==> src/sv/lrmm_pkg.sv <==
// shared types and constants for the legged robot mode manager
package lrmm_pkg;

    // operating modes of the robot
    typedef enum logic [2:0] {
        MODE_INIT       = 3'd0,
        MODE_CALIB      = 3'd1,
        MODE_SLEEP      = 3'd2,
        MODE_STAND      = 3'd3,
        MODE_WALK       = 3'd4,
        MODE_GYRO       = 3'd5,
        MODE_GYRO_FIXED = 3'd6
    } t_mode;

    // packet kinds carried with each tick
    localparam logic [1:0] PKT_CONTROL  = 2'd0;
    localparam logic [1:0] PKT_SETTINGS = 2'd1;

    // calibration byte codes
    localparam logic [7:0] CALIB_ENTER = 8'd1;
    localparam logic [7:0] CALIB_LEAVE = 8'd0;

    // configuration register indexes
    localparam int unsigned CFG_IDX_W = 2;
    localparam int unsigned CFG_DATA_W = 32;
    localparam logic [CFG_IDX_W-1:0] CFG_STAND_DELAY = 2'd0;
    localparam logic [CFG_IDX_W-1:0] CFG_SLEEP_DELAY = 2'd1;
    localparam logic [CFG_IDX_W-1:0] CFG_DEADZONE    = 2'd2;

    localparam logic [31:0] RST_STAND_DELAY = 32'd2000;
    localparam logic [31:0] RST_SLEEP_DELAY = 32'd10000;
    localparam logic [6:0]  RST_DEADZONE    = 7'd10;

    // stick remap x*200/254 = floor(x*100/127) via (x*100*16513 + 200) >> 21
    localparam int unsigned STICK_PROD_W = 29;
    localparam int unsigned STICK_SHIFT  = 21;
    localparam logic [20:0] STICK_RECIP  = 21'd1651300;
    localparam logic [STICK_PROD_W-1:0] STICK_BIAS = 29'd200;
    localparam logic [7:0]  STICK_CENTER = 8'd100;

    // decision handed from the decision logic to the state registers
    typedef struct packed {
        t_mode request;
        logic  touch;
    } t_decision;

endpackage

==> src/sv/lrmm_stick.sv <==
// joystick remap and deadzone test for one stick axis
module lrmm_stick (
    input  logic [7:0] i_raw,
    input  logic [6:0] i_deadzone,
    output logic       o_moved
);
    import lrmm_pkg::*;

    logic [STICK_PROD_W-1:0] prod;
    logic [7:0]              scaled;
    logic [7:0]              mag;

    // scaled value 0..200, magnitude around the center
    always_comb begin
        prod    = STICK_PROD_W'(i_raw) * STICK_PROD_W'(STICK_RECIP) + STICK_BIAS;
        scaled  = prod[STICK_SHIFT +: 8];
        mag     = (scaled >= STICK_CENTER) ? (scaled - STICK_CENTER)
                                           : (STICK_CENTER - scaled);
        o_moved = mag > {1'b0, i_deadzone};
    end

endmodule

==> src/sv/lrmm_decide.sv <==
// next requested mode decision for one tick
module lrmm_decide (
    input  lrmm_pkg::t_mode     i_request,
    input  logic                i_link_up,
    input  logic [1:0]          i_packet_kind,
    input  logic                i_moved,
    input  logic                i_bumper_a,
    input  logic                i_bumper_c,
    input  logic [7:0]          i_calib_flag,
    input  logic [31:0]         i_now_ms,
    input  logic [31:0]         i_last_move_ms,
    input  logic [31:0]         i_stand_delay,
    input  logic [31:0]         i_sleep_delay,
    output lrmm_pkg::t_decision o_decision
);
    import lrmm_pkg::*;

    logic [31:0] idle;
    logic        ge_stand;
    logic        ge_sleep;
    t_mode       req;

    always_comb begin
        idle     = i_now_ms - i_last_move_ms;
        ge_stand = idle >= i_stand_delay;
        ge_sleep = idle >= i_sleep_delay;
        req      = i_request;
        o_decision.touch = 1'b0;

        priority if (!i_link_up) begin
            req = MODE_SLEEP;
        end else if (i_packet_kind == PKT_CONTROL) begin
            // bumpers first, then sticks, then idle timeouts
            priority if (i_bumper_a) begin
                o_decision.touch = 1'b1;
                if (req != MODE_GYRO)
                    req = (req != MODE_STAND) ? MODE_STAND : MODE_GYRO;
            end else if (i_bumper_c) begin
                o_decision.touch = 1'b1;
                if (req != MODE_GYRO_FIXED)
                    req = (req != MODE_STAND) ? MODE_STAND : MODE_GYRO_FIXED;
            end else if (i_moved) begin
                o_decision.touch = 1'b1;
                req = (req == MODE_SLEEP) ? MODE_STAND : MODE_WALK;
            end else begin
                if (req != MODE_SLEEP && ge_stand && !ge_sleep)
                    req = MODE_STAND;
                else if (ge_sleep && req != MODE_SLEEP)
                    req = MODE_SLEEP;
            end
        end else if (i_packet_kind == PKT_SETTINGS) begin
            // calibration switching
            if (req != MODE_CALIB && req != MODE_SLEEP)
                req = MODE_SLEEP;
            if (i_calib_flag == CALIB_ENTER)
                req = MODE_CALIB;
            if (req == MODE_CALIB && i_calib_flag == CALIB_LEAVE)
                req = MODE_SLEEP;
        end else begin
            // other packet kinds leave the request as it is
            req = i_request;
        end

        o_decision.request = req;
    end

endmodule

==> src/sv/legged_robot_mode_manager.sv <==
// top level of the legged robot mode manager: registers, handshakes, state
//
//  channel   direction  handshake            payload
//  tick      in         i_valid / o_ready    i_link_up .. i_now_ms
//  result    out        o_valid / i_ready    o_run_mode, o_mode_entered, o_left_mode, o_next_mode
//  config    in         i_cfg_we             i_cfg_idx, i_cfg_data
//
// one tick per cycle sustained while i_ready is high; a tick passes the input register, then the result register
// a tick is registered, then decided combinationally from the mode and idle-time state
// the result register holds under stall while the input register takes one more tick
// synchronous active-low reset: init mode, sleep requested, last move time zero
module legged_robot_mode_manager (
    input  logic                                i_clk,
    input  logic                                i_rst_n,
    input  logic                                i_cfg_we,
    input  logic [lrmm_pkg::CFG_IDX_W-1:0]      i_cfg_idx,
    input  logic [lrmm_pkg::CFG_DATA_W-1:0]     i_cfg_data,
    input  logic                                i_valid,
    output logic                                o_ready,
    input  logic                                i_link_up,
    input  logic [1:0]                          i_packet_kind,
    input  logic [7:0]                          i_joy_left_x,
    input  logic [7:0]                          i_joy_left_y,
    input  logic [7:0]                          i_joy_right_x,
    input  logic [7:0]                          i_joy_right_y,
    input  logic                                i_bumper_a_down,
    input  logic                                i_bumper_c_down,
    input  logic [7:0]                          i_calib_flag,
    input  logic [31:0]                         i_now_ms,
    output logic                                o_valid,
    input  logic                                i_ready,
    output logic [2:0]                          o_run_mode,
    output logic                                o_mode_entered,
    output logic [2:0]                          o_left_mode,
    output logic [2:0]                          o_next_mode
);
    import lrmm_pkg::*;

    // configuration registers
    logic [31:0] r_stand_delay;
    logic [31:0] r_sleep_delay;
    logic [6:0]  r_deadzone;

    // input register
    logic        r_in_valid;
    logic        r_in_link;
    logic [1:0]  r_in_kind;
    logic [7:0]  r_in_lx;
    logic [7:0]  r_in_ly;
    logic [7:0]  r_in_rx;
    logic [7:0]  r_in_ry;
    logic        r_in_ba;
    logic        r_in_bc;
    logic [7:0]  r_in_calib;
    logic [31:0] r_in_now;

    // mode state
    t_mode       r_active;
    t_mode       r_request;
    logic [31:0] r_last_move;

    // result register
    logic        r_out_valid;
    logic [2:0]  r_out_run;
    logic        r_out_entered;
    logic [2:0]  r_out_left;
    logic [2:0]  r_out_next;

    logic [3:0]  moved;
    logic        advance;
    logic        entered;
    t_decision   decision;

    assign advance = r_in_valid && (!r_out_valid || i_ready);
    assign o_ready = !r_in_valid || advance;
    assign entered = r_request != r_active;

    // configuration writes
    always_ff @(posedge i_clk) begin
        if (!i_rst_n) begin
            r_stand_delay <= RST_STAND_DELAY;
            r_sleep_delay <= RST_SLEEP_DELAY;
            r_deadzone    <= RST_DEADZONE;
        end else if (i_cfg_we) begin
            unique case (i_cfg_idx)
                CFG_STAND_DELAY: r_stand_delay <= i_cfg_data[31:0];
                CFG_SLEEP_DELAY: r_sleep_delay <= i_cfg_data[31:0];
                CFG_DEADZONE:    r_deadzone    <= i_cfg_data[6:0];
                default:         ;
            endcase
        end
    end

    // input register control
    always_ff @(posedge i_clk) begin
        if (!i_rst_n) begin
            r_in_valid <= 1'b0;
        end else if (o_ready) begin
            r_in_valid <= i_valid;
        end
    end

    // input register payload
    always_ff @(posedge i_clk) begin
        if (i_valid && o_ready) begin
            r_in_link  <= i_link_up;
            r_in_kind  <= i_packet_kind;
            r_in_lx    <= i_joy_left_x;
            r_in_ly    <= i_joy_left_y;
            r_in_rx    <= i_joy_right_x;
            r_in_ry    <= i_joy_right_y;
            r_in_ba    <= i_bumper_a_down;
            r_in_bc    <= i_bumper_c_down;
            r_in_calib <= i_calib_flag;
            r_in_now   <= i_now_ms;
        end
    end

    // stick tests
    lrmm_stick u_stick_lx (.i_raw(r_in_lx), .i_deadzone(r_deadzone), .o_moved(moved[0]));
    lrmm_stick u_stick_ly (.i_raw(r_in_ly), .i_deadzone(r_deadzone), .o_moved(moved[1]));
    lrmm_stick u_stick_rx (.i_raw(r_in_rx), .i_deadzone(r_deadzone), .o_moved(moved[2]));
    lrmm_stick u_stick_ry (.i_raw(r_in_ry), .i_deadzone(r_deadzone), .o_moved(moved[3]));

    // mode decision
    lrmm_decide u_decide (
        .i_request      (r_request),
        .i_link_up      (r_in_link),
        .i_packet_kind  (r_in_kind),
        .i_moved        (|moved),
        .i_bumper_a     (r_in_ba),
        .i_bumper_c     (r_in_bc),
        .i_calib_flag   (r_in_calib),
        .i_now_ms       (r_in_now),
        .i_last_move_ms (r_last_move),
        .i_stand_delay  (r_stand_delay),
        .i_sleep_delay  (r_sleep_delay),
        .o_decision     (decision)
    );

    // mode state update
    always_ff @(posedge i_clk) begin
        if (!i_rst_n) begin
            r_active    <= MODE_INIT;
            r_request   <= MODE_SLEEP;
            r_last_move <= '0;
        end else if (advance) begin
            r_active  <= r_request;
            r_request <= decision.request;
            if (decision.touch)
                r_last_move <= r_in_now;
        end
    end

    // result register control
    always_ff @(posedge i_clk) begin
        if (!i_rst_n) begin
            r_out_valid <= 1'b0;
        end else if (advance) begin
            r_out_valid <= 1'b1;
        end else if (i_ready) begin
            r_out_valid <= 1'b0;
        end
    end

    // result register payload
    always_ff @(posedge i_clk) begin
        if (advance) begin
            r_out_run     <= r_request;
            r_out_entered <= entered;
            r_out_left    <= entered ? r_active : MODE_INIT;
            r_out_next    <= decision.request;
        end
    end

    assign o_valid        = r_out_valid;
    assign o_run_mode     = r_out_run;
    assign o_mode_entered = r_out_entered;
    assign o_left_mode    = r_out_left;
    assign o_next_mode    = r_out_next;

    // no exit reported without an entry
    a_left_idle: assert property (@(posedge i_clk) disable iff (!i_rst_n)
        o_valid && !o_mode_entered |-> o_left_mode == MODE_INIT)
        else $error("left mode reported without a mode entry");

    // an entry always leaves a different mode
    a_left_differs: assert property (@(posedge i_clk) disable iff (!i_rst_n)
        o_valid && o_mode_entered |-> o_left_mode != o_run_mode)
        else $error("entered mode equals left mode");

    // link loss forces a sleep request
    a_link_sleep: assert property (@(posedge i_clk) disable iff (!i_rst_n)
        advance && !r_in_link |=> r_request == MODE_SLEEP)
        else $error("sleep not requested after link loss");

    // mode state moves only with a transaction
    a_state_hold: assert property (@(posedge i_clk) disable iff (!i_rst_n)
        !advance |=> $stable(r_active) && $stable(r_request) && $stable(r_last_move))
        else $error("mode state changed without a tick");

    // result register holds while stalled
    a_out_hold: assert property (@(posedge i_clk) disable iff (!i_rst_n)
        o_valid && !i_ready |=> o_valid && $stable(o_next_mode))
        else $error("result dropped under stall");

endmodule
==> config.mk <==
export PLATFORM = sky130hd
export DESIGN_NAME = legged_robot_mode_manager
export DESIGN_NICKNAME = d
export VERILOG_FILES = /design/src/sv/lrmm_pkg.sv /design/src/sv/lrmm_stick.sv /design/src/sv/lrmm_decide.sv /design/src/sv/legged_robot_mode_manager.sv
export SDC_FILE = /design/constraint.sdc
export NUM_CORES = 1
export LEC_CHECK = 0
export BUFFER_PORTS_ARGS = -buffer_cell sky130_fd_sc_hd__buf_4
export CAP_MARGIN = 20
export CORE_AREA = 5 5 307 219
export CTS_CLUSTER_SIZE = 10
export DETAILED_ROUTE_END_ITERATION = 7
export DIE_AREA = 0 0 312 224
export GPL_TIMING_DRIVEN = 0
export MAX_ROUTING_LAYER = met4
export PLACE_DENSITY = 0.52
export REMOVE_ABC_BUFFERS = 1
export SKIP_CTS_REPAIR_TIMING = 1
export SLEW_MARGIN = 20
export SYNTH_ARGS = -nofsm -noshare
export SYNTH_HDL_FRONTEND = slang
export SYNTH_SLANG_ARGS = --single-unit
==> constraint.sdc <==
create_clock -name i_clk -period 10.3 [get_ports i_clk]
set_input_delay 0.515 -clock i_clk [delete_from_list [all_inputs] [get_ports i_clk]]
set_output_delay 0.515 -clock i_clk [all_outputs]
set_load 0.02 [all_outputs]
==> results.md, run 1 <==
* Status: complete, no violations
* Post-layout min period at about 9.6 ns
* Post-DP HPWL at between 30,000 and 40,000 um
* Final Util at 33.5%
* Post-synth EDFFs at 87
* RD Place Congestion at roughly 0.86
* Post-Synthesis Cells at 2,148
* Relative slew slack at 33.7%
* PnR worst setup slack at 0.674 ns
* Reg clk slew, reported paths at 0.08 ns
* Clock latency on the worst-skew pair at 0.49 ns
* Unrepaired setup endpoints after global routing: no
* Total Power at a little over 4 mW
* Cell repeated most along the worst path: ha_1
* Die Wd at approximately 310 um
* Nets at 2,735
* First-pass GRT wire length at slightly below 80,000 um
* Post-synth ARST share at 0%
* WS Path Type: flip-flop to flip-flop
* Worst Hold Class: primary input to flip-flop
* ANT nets after route at 0
* Critical path peak fanout at 10
* Leak Pwr at approximately 9.5 nW
* Crit. End Element: flip-flop
* Port Buf Inserts at about 130
* Peak supply drop at roughly 130 uV
* Via Count at 15,200
* Crit path required time at 10.72 ns
* GRT overflow at 0
* Syn Std Cell Area at roughly 0.019 sq mm
* PD cells at about 190 mW/mm^2
* Fmax at 104 MHz
* Yosys reg bits at just under 200
* Setup Viol. Count Final at 0
* Wire length per cell at between 15 and 20 um
* Sequential power share at around a fifth
* Share of cells above drive strength 1 at 9.57%
* CTS H-tree lvls at 4
* Clock root cell: clkbuf_16
* Worst hold margin at approximately 0.19 ns
* Commonest cells after routing, fill and taps aside: ha_1, nand2_1, inv_1, buf_4, a21oi_1
* Synth cell types at between 90 and 100
* Most common cell after layout, fill and taps aside: ha_1
* Worst Setup Start Kind: flip-flop
* Period utilization at 93.5%
* Worst slack, placed at between 0.015 and 0.02 ns
* Clk pwr share at between 15 and 20%
* Comb power frac at between 60% and 70%
* Synth Flop Type: dfxtp_1
* Critical path arrival at approximately 10 ns
* Slowest cell on the critical path: or4b_2
* Least-Margin Pin Slew at about 1 ns
* CTS tree: yes
* Final WL at between 40,000 and 50,000 um
* Clk_skew at between 0.01 and 0.015 ns
* Num ports at ~130
* TritonRoute pass-1 iters at 6
* Sw Pwr at ~1.9 mW
* Initial DRC count at 940
* Fin. Hold Viols at 0
* Die Ht at around 220 um
* Core Rows at between 70 and 80
* Total CTS buffers at 17
* Layout area overhead at 13.3%
* Seq/Total Area, Yosys at between 20% and 30%
* CP max stage delay at between 0.7 and 0.8 ns
* Overall routing resource usage at roughly 14%
* Initial antenna violation count at 5
* Clock Path Buffers at 2
* Vias in the first global route at 15,000
* Die ar. at roughly 0.07 sq mm
* Largest net degree at the start of global routing at roughly 150
* Setup TNS at 0 ns
* Core area at ~0.064 sq mm
* CTS Sinks at about 200
* Max cap viols at 0
* Initial Util at about 30%
* Pint at between 2 and 2.5 mW
* Via density at roughly 4.9
* Slew Limit Fails at 0
* Synth Area per Inst at between 8 and 9 sq um
* DR DRC count at 0
* Synth warn at 0
* Switching share of power at ~46%
-- metrics by stage --
step / area, sq um / cells
floorplan: 18600 / 2085
detailed placement: 20800 / 3063
finish: 21500 / 3102
global route: 21500 / 3101
global placement: 20600 / 3052
CTS: 21400 / 3095
-- routing by layer --
metal  track usage [%]  share of wire [%]  up-vias  wire, um
li1                  -                  -     7771         -
met3              2.93                4.6       33      2180
met5                 -                  0        -         0
met2              20.7                 43      242     20400
met1              20.0                 52     7185     24600
met4              2.71               0.95        0       453
-- logic make-up after synthesis --
group | Yosys count | share of synthesized area, %
DFF | 198 | 25.5
xor gates and xnor gates | 115 | 5.44
AOI/OAI and AO/OA | 492 | 17.4
and+or+nand+nor | 596 | 15.1
buffers and inverters | 311 | 6.49
adders and majority gates | 374 | 26.8
muxes | 62 | 3.32
-- cell type report --
cell class	instances	area, sq um
antenna	4	10.0
clock buffer	20	458
clock inverter	12	124
fill	6621	42600
inverter	248	931
multi-input combinational	1639	12900
sequential	198	4830
tap	840	1050
timing repair buffer	141	1130
-- worst max-delay path: cells and delay by family (launching register included) --
family | cells | cell delay [ns]
buffers and inverters | 4 | 0.56
XOR/XNOR | 2 | 0.71
multiplexers | 2 | 0.48
flip-flops | 1 | 0.42
AND/OR/NAND/NOR | 6 | 1.95
AO/OA/AOI/OAI | 14 | 2.96
adder cells (fa/ha/maj) | 7 | 2.46
-- state kept, by name (all words and copies together) (netlist names), 2 cells and up --
signal / cells
r_in_rx: 8
o_left_mode: 3
r_last_move: 32
r_in_kind: 2
r_in_ly: 8
r_in_now: 32
r_deadzone: 7
r_request: 3
r_in_lx: 8
r_in_ry: 8
o_run_mode: 3
r_stand_delay: 32
o_next_mode: 3
r_active: 3
r_sleep_delay: 32
r_in_calib: 8
-- cells in the mapped netlist, drive strengths merged (5+ instances only) --
| cell type | instances | area share (%) |
|---|---|---|
| nor2b | 30 | 0.99 |
| ha | 321 | 21 |
| or4 | 5 | 0.20 |
| o21ai | 89 | 2.4 |
| o22ai | 5 | 0.17 |
| nand2b | 25 | 0.83 |
| nand3 | 31 | 0.82 |
| and3 | 9 | 0.30 |
| a311oi | 5 | 0.26 |
| o2111ai | 7 | 0.32 |
| dfxtp | 111 | 12 |
| nor4 | 8 | 0.26 |
| nand2 | 284 | 5.6 |
| and4 | 6 | 0.28 |
| a21oi | 127 | 3.4 |
| nor3 | 29 | 0.77 |
| a21boi | 59 | 2.3 |
| a21o | 49 | 1.9 |
| xnor2 | 70 | 3.3 |
| a31oi | 16 | 0.53 |
| nor2 | 85 | 1.7 |
| o211ai | 23 | 0.91 |
| nand4 | 30 | 1.0 |
| o31ai | 10 | 0.47 |
| fa | 53 | 5.6 |
| mux2 | 7 | 0.42 |
| or3 | 7 | 0.23 |
| o21bai | 13 | 0.54 |
| a211oi | 23 | 1.0 |
| o21a | 17 | 0.67 |
| xor2 | 44 | 2.0 |
| nor3b | 8 | 0.34 |
| a2111oi | 6 | 0.28 |
| mux2i | 55 | 2.9 |
| and2 | 8 | 0.26 |
| edfxtp | 87 | 14 |
| nand3b | 12 | 0.48 |
| inv | 248 | 4.9 |
| clkbuf | 49 | 0.98 |
| buf | 14 | 0.60 |
-- power groups by stage --
stage / clock (mW) / combinational [mW] / sequential [mW]
6_report: 0.691 / 2.58 / 0.880
2_1_floorplan: 0 / 1.94 / 0.892
4_1_cts: 0.730 / 2.56 / 0.881
3_5_place_dp: 0 / 2.54 / 0.899
5_1_grt: 0.754 / 2.94 / 0.885
3_3_place_gp: 0 / 2.47 / 0.900
-- final timing paths --
path / start / end / slack (ns) / depth (start not counted)
worst max-delay path: r_in_ry[6] / r_last_move[8] / 0.67 / 35
worst min-delay path: i_now_ms[15] / r_in_now[15] / 0.19 / 1
worst max register to register: r_in_ry[6] / r_last_move[8] / 0.67 / 35
worst min register to register: r_last_move[27] / r_last_move[27] / 0.46 / 2
(Power assumes the default switching activity.)
==> inputs of run 2 (changes only) <==
Settings changed: CORE_AREA 5 5 307 219 to 5 5 319 227, DIE_AREA 0 0 312 224 to 0 0 324 232, SKIP_LAST_GASP set to 1, SLEW_MARGIN 20 to not set, SYNTH_HIERARCHICAL set to 1.
==> run 2 against run 1 <==
  * Sequential power is 0.5% higher
  * Sequential share of layout area is 1.4 points lower
  * Final cell count is 8.9% higher
  * Synthesized cell count is 11% higher
  * Critical path depth is 3 higher
  * First-iteration DRC count is 16% higher
  * Count of clock-buffer cells in the layout is 3 lower
==> results.md, run 2 <==
* Clock latency on the worst-skew pair at 0.49 ns (about the same)
* Status: complete, no violations
* Hold Crit Start: i_calib_flag[3]
* Sw Pwr at 2.33 mW (+23%)
* Sequential power share at 18.5% (-2.7 points)
* Initial Util at 29.6% (about the same)
* Nets at 2,944 (+7.6%)
* Cell repeated most along the worst path: ha_1
* CP startpoint: r_in_lx[6]
* Largest net degree at the start of global routing at 80 (-46%)
* Core Rows at 81 (+3.8%)
* Fill count at 7,177 (+8.4%)
* First-pass GRT wire length at 89,400 um (+14%)
* Worst hold margin at 0.191 ns (+0.00435 ns)
* Non-filler cells, final at 3,379 (+8.9%)
* WS Path Type: flip-flop to flip-flop
* Syn Std Cell Area at 0.0204 sq mm (+8.0%)
* Worst Setup Start Kind: flip-flop
* Die Ht at 232 um (+3.6%)
* Synth top area cells: ha_1, edfxtp_1, dfxtp_1
* Comb power frac at 66.3% (+4.2 points)
* CTS Sinks at 198 (unchanged)
* Final WL at 54,400 um (+14%)
* Synth top cells by count: ha_1, nand2_1, inv_1
* CP max stage delay at 0.66 ns (-0.05 ns)
* Clk_skew at 0.0211 ns (+0.00832 ns)
* ANT nets after route at 0 (unchanged)
* Least-Margin Pin Slew at 0.966 ns (-0.0286 ns)
* Post-Synthesis Cells at 2,374 (+11%)
* Crit. End Element: flip-flop
* Reg clk slew, reported paths at 0.09 ns (about the same)
* Top-area cell type share of the netlist area at 19.8% (-1.4 points)
* Most common cell in the netlist: ha_1
* Unrepaired setup endpoints after global routing: no
* Area leader, netlist: ha_1
* Yosys reg bits at 198 (unchanged)
* Post-DP HPWL at 43,300 um (+13%)
* Setup Viol. Count Final at 0 (unchanged)
* Fmax at 107 MHz (+3.2%)
* Die ar. at 0.0752 sq mm (+7.6%)
* Overall routing resource usage at 15.0% (+0.93 points)
* CTS tree: yes
* Vias in the first global route at 17,100 (+14%)
* Crit path required time at 10.63 ns (-0.09 ns)
* GRT overflow at 0 (unchanged)
* Relative slew slack at 35.2% (+1.4 points)
* Leak Pwr at 9.87 nW (+4.2%)
* Post-layout min period at 9.33 ns (-0.297 ns)
* TritonRoute pass-1 iters at 5 (-1)
* Most common cell after layout, fill and taps aside: ha_1
* Total CTS buffers at 17 (unchanged)
* Synth Flop Type: dfxtp_1
* Share of cells above drive strength 1 at 9.37% (-0.19 points)
* Core area at 0.0691 sq mm (+8.0%)
* Pint at 2.46 mW (+8.9%)
* Seq/Total Area, Yosys at 23.6% (-1.9 points)
* Wire length per cell at 16.1 um (+4.6%)
* RD Place Congestion at 0.891 (+4.0%)
* Initial DRC count at 1,093 (+16%)
* Num ports at 128 (unchanged)
* Slowest cell on the critical path: or4_1
* Commonest cells after routing, fill and taps aside: ha_1, nand2_1, inv_1, a21oi_1, buf_4
* CTS H-tree lvls at 4 (unchanged)
* Setup TNS at 0 ns (unchanged)
* Via density at 5.09 (+3.6%)
* Clock root cell: clkbuf_16
* Multi-input logic area at 0.0142 sq mm (+9.7%)
* Worst r2r src: r_in_lx[6]
* FF+latch area at 0.00483 sq mm (unchanged)
* DR DRC count at 0 (unchanged)
* Synth cell types at 106 (+16%)
* Port Buf Inserts at 127 (unchanged)
* Max cap viols at 0 (unchanged)
* Synth Area per Inst at 8.61 sq um (-2.3%)
* Initial antenna violation count at 3 (-2)
* Clock Path Buffers at 2 (unchanged)
* Worst Hold Class: primary input to flip-flop
* Critical path arrival at 9.66 ns (-0.39 ns)
* Layout area overhead at 11.9%
* Slew Limit Fails at 0 (unchanged)
* Switching share of power at 48.6% (+3.1 points)
* Clk pwr share at 15.2% (-1.5 points)
* Period utilization at 90.6% (-2.9 points)
* Synth warn at 6 (+6)
* Fin. Hold Viols at 0 (unchanged)
* Post-synth ARST share at 0% (unchanged)
* Via Count at 17,200 (+13%)
* Die Wd at 324 um (+3.8%)
* Critical path peak fanout at 11 (+1)
* DP Cell Count at 3,346 (+9.2%)
* PD cells at 209 mW/mm^2 (+8.2%)
* Peak supply drop at 120 uV (-5.1%)
* Post-synth EDFFs at 87 (unchanged)
run 2: cell types whose count changed in the layout (fill, tap and decap cells not counted), sizes merged, moves of 18 or more:
cell,before,now
a21boi,59,4
a21oi,127,181
nand3,31,62
a21o,49,76
and2,8,35
inv,256,279
nor2,85,103
xnor2,70,52
run 2: cells by family after synthesis:
logic type / Yosys count / synth area share, %
compound gates: 606 / 20.3
xor+xnor: 100 / 4.43
fa+ha+maj: 376 / 25.0
buf+inv: 347 / 7.08
flops: 198 / 23.6
mux: 63 / 3.13
simple gates: 684 / 16.5
run 2: final cells by class:
type	instances	area share [%]
multi-input cells	1829	62.0
flip-flops and latches	198	21.1
repair buffers	134	4.74
clock buffers	17	1.86
well taps	913	4.99
diodes	1	0.0109
inverters	272	4.46
clock inverters	15	0.853
run 2: worst paths after layout:
check	endpoint	cells after the start	slack (ns)
max	r_request[2]	38	0.97
min	r_in_calib[3]	1	0.19
max reg2reg	r_request[2]	38	0.97
min reg2reg	r_stand_delay[29]	2	0.46
run 2: critical path, delay by kind of cell (launching register included):
family	cells	cell delay, ns
XOR/XNOR	1	0.16
buffers and inverters	2	0.16
AO/OA/AOI/OAI	14	3.02
multiplexers	1	0.26
AND/OR/NAND/NOR	13	2.81
adder cells (fa/ha/maj)	7	2.33
flip-flops	1	0.44
run 2: stage by stage:
stage          worst slack [ns]  power, mW  cell area, sq um  util [%]
3_5_place_dp               1.03       4.02             22300      32.2
3_3_place_gp              0.842       3.97             22100      32.0
4_1_cts                   0.987       4.80             22900      33.1
5_1_grt                   0.175       5.26             22900      33.1
2_1_floorplan              1.94       3.28             20000         -
6_report                  0.970       4.79             22900      33.1
run 2: layer usage:
layer | up-vias | part of all wire (%) | global-route usage (%)
li1 | 8642 | - | -
met4 | 0 | 1.3 | 3.27
met2 | 381 | 42 | 21.7
met3 | 39 | 4.5 | 2.52
met1 | 8130 | 53 | 21.9
met5 | - | 0 | -
run 2: power groups by stage:
stage                     clock network (mW)  registers, mW  logic, mW
after floorplan                            0          0.894       2.39
after global placement                     0          0.904       3.07
after detailed placement                   0          0.903       3.12
after CTS                              0.768          0.885       3.14
after global routing                   0.791          0.889       3.58
final                                  0.729          0.884       3.17
==> inputs of run 3 (changes only) <==
Settings changed: CORE_AREA 5 5 319 227 to 5 5 307 219, DIE_AREA 0 0 324 232 to 0 0 312 224, SYNTH_HIERARCHICAL 1 to not set.
==> run 3 against run 2 <==
  * Via count down 12%
  * Clock skew barely moved
  * Power fell by 13%
  * Highest routed layer unchanged
  * Largest power group unchanged
  * Largest cell class unchanged
  * Fmax down 3.8%
  * Final cell count is 8.3% lower
  * Critical path type unchanged
==> results.md, run 3 (synthesized netlist as in run 1, its figures left out) <==
* ANT nets after route at 0 (unchanged)
* Final WL at 47,400 um (-13%)
* Overall routing resource usage at 14.0% (-0.96 points)
* Total CTS buffers at 17 (unchanged)
* Vias in the first global route at 15,000 (-12%)
* Relative slew slack at 43.1% (+7.9 points)
* Via density at 4.91 (-3.5%)
* TritonRoute pass-1 iters at 6 (+1)
* Largest net degree at the start of global routing at 104 (+30%)
* Least-Margin Pin Slew at 0.843 ns (-0.122 ns)
* Initial Util at 29.6% (about the same)
* GRT overflow at 0 (unchanged)
* Wire length per cell at 15.3 um (-4.9%)
* Nets at 2,734 (-7.1%)
* CP max stage delay at 0.62 ns (-0.04 ns)
* Post-layout min period at 9.70 ns (+0.371 ns)
* Crit. End Element: flip-flop
* PD cells at 194 mW/mm^2 (-7.3%)
* Slowest cell on the critical path: or4b_1
* Fin. Hold Viols at 0 (unchanged)
* Clk pwr share at 17.3% (+2.1 points)
* Reg clk slew, reported paths at 0.09 ns (about the same)
* Die Ht at 224 um (-3.4%)
* WP buf/inv at 5 (+3)
* Peak supply drop at 131 uV (+8.6%)
* Total Power at 4.18 mW (-13%)
* WS Path Type: flip-flop to flip-flop
* RD Place Congestion at 0.857 (-3.9%)
* CTS H-tree lvls at 4 (unchanged)
* Clock latency on the worst-skew pair at 0.50 ns (about the same)
* Initial antenna violation count at 5 (+2)
* Crit path max-delay family: compound AO/OA/AOI/OAI gates
* Period utilization at 94.2% (+3.6 points)
* Worst hold margin at 0.188 ns (-0.00389 ns)
* Sw Pwr at 1.89 mW (-19%)
* Initial DRC count at 849 (-22%)
* Max cap viols at 0 (unchanged)
* Port Buf Inserts at 127 (unchanged)
* Num ports at 128 (unchanged)
* Clock root cell: clkbuf_16
* Via Count at 15,200 (-12%)
* Critical path peak fanout at 14 (+3)
* Most common cell after layout, fill and taps aside: ha_1
* Clock Path Buffers at 2 (unchanged)
* CTS Sinks at 198 (unchanged)
* Die ar. at 0.0699 sq mm (-7.0%)
* Layout area overhead at 13.7%
* Status: complete, no violations
* Cell repeated most along the worst path: ha_1
* Fmax at 103 MHz (-3.8%)
* Leak Pwr at 9.50 nW (-3.7%)
* Switching share of power at 45.3% (-3.3 points)
* Share of cells above drive strength 1 at 9.44% (+0.070 points)
* DR DRC count at 0 (unchanged)
* First-pass GRT wire length at 78,100 um (-13%)
* Worst Hold Class: primary input to flip-flop
* Comb power frac at 61.6% (-4.7 points)
* Critical path arrival at 10.13 ns (+0.47 ns)
* CTS tree: yes
* Pint at 2.29 mW (-7.1%)
* Crit path required time at 10.73 ns (+0.10 ns)
* Setup Viol. Count Final at 0 (unchanged)
* Core area at 0.0640 sq mm (-7.4%)
* Slew Limit Fails at 0 (unchanged)
* Worst Setup Start Kind: flip-flop
* Die Wd at 312 um (-3.7%)
* Clk_skew at 0.0212 ns (+0.000120 ns)
* Sequential power share at 21.1% (+2.6 points)
* Post-DP HPWL at 37,900 um (-13%)
* Core Rows at 78 (-3.7%)
* Commonest cells after routing, fill and taps aside: ha_1, nand2_1, inv_1, buf_4, a21oi_1
run 3: changes by cell type in the layout (fill, tap and decap cells not counted), sizes merged, moves of 23 or more:
cell | previous run | this run
a21boi | 4 | 59
a21oi | 181 | 127
nand3 | 62 | 31
a21o | 76 | 49
and2 | 35 | 8
inv | 279 | 256
run 3: cell type report:
type                            count  area, sq um
Sequential cell                   198         4830
Fill cell                        6607        42500
Timing Repair Buffer              140         1160
Inverter                          248          931
Tap cell                          840         1050
Antenna cell                        3         7.51
Clock inverter                     13          170
Clock buffer                       18          450
Multi-Input combinational cell   1639        12900
run 3: path summary, 6_finish.rpt:
kind,slack (ns),depth (start not counted),endpoint,startpoint
max,0.60,38,r_last_move[19],r_in_lx[6]
min,0.19,1,r_in_now[15],i_now_ms[15]
max reg2reg,0.60,38,r_last_move[19],r_in_lx[6]
min reg2reg,0.46,2,r_last_move[27],r_last_move[27]
run 3: power groups by stage:
stage | Sequential, mW | Combinational (mW) | Clock (mW)
3_5_place_dp | 0.898 | 2.53 | 0
5_1_grt | 0.885 | 2.94 | 0.786
3_3_place_gp | 0.900 | 2.47 | 0
4_1_cts | 0.881 | 2.55 | 0.760
2_1_floorplan | 0.892 | 1.94 | 0
6_report | 0.880 | 2.57 | 0.722
run 3: per-layer routing:
| metal | global-route usage (%) | vias up | share of wire [%] |
|---|---|---|---|
| met5 | - | - | 0 |
| met4 | 2.79 | 0 | 1.0 |
| met3 | 2.80 | 35 | 4.3 |
| met2 | 20.7 | 246 | 42 |
| met1 | 20.0 | 7152 | 52 |
| li1 | - | 7779 | - |
run 3: metrics by stage:
stage / area [sq um] / setup WS (ns) / cells / setup TNS (ns) / utilization, %
finish: 21500 / 0.600 / 3099 / 0 / 33.6
global route: 21500 / -0.00801 / 3099 / -0.00801 / 33.6
CTS: 21400 / 0.0668 / 3092 / 0 / 33.5
detailed placement: 20800 / 0.148 / 3061 / 0 / 32.5
global placement: 20600 / -0.920 / 3052 / -29.25 / 32.2
floorplan: 18600 / 0.976 / 2085 / 0 / -
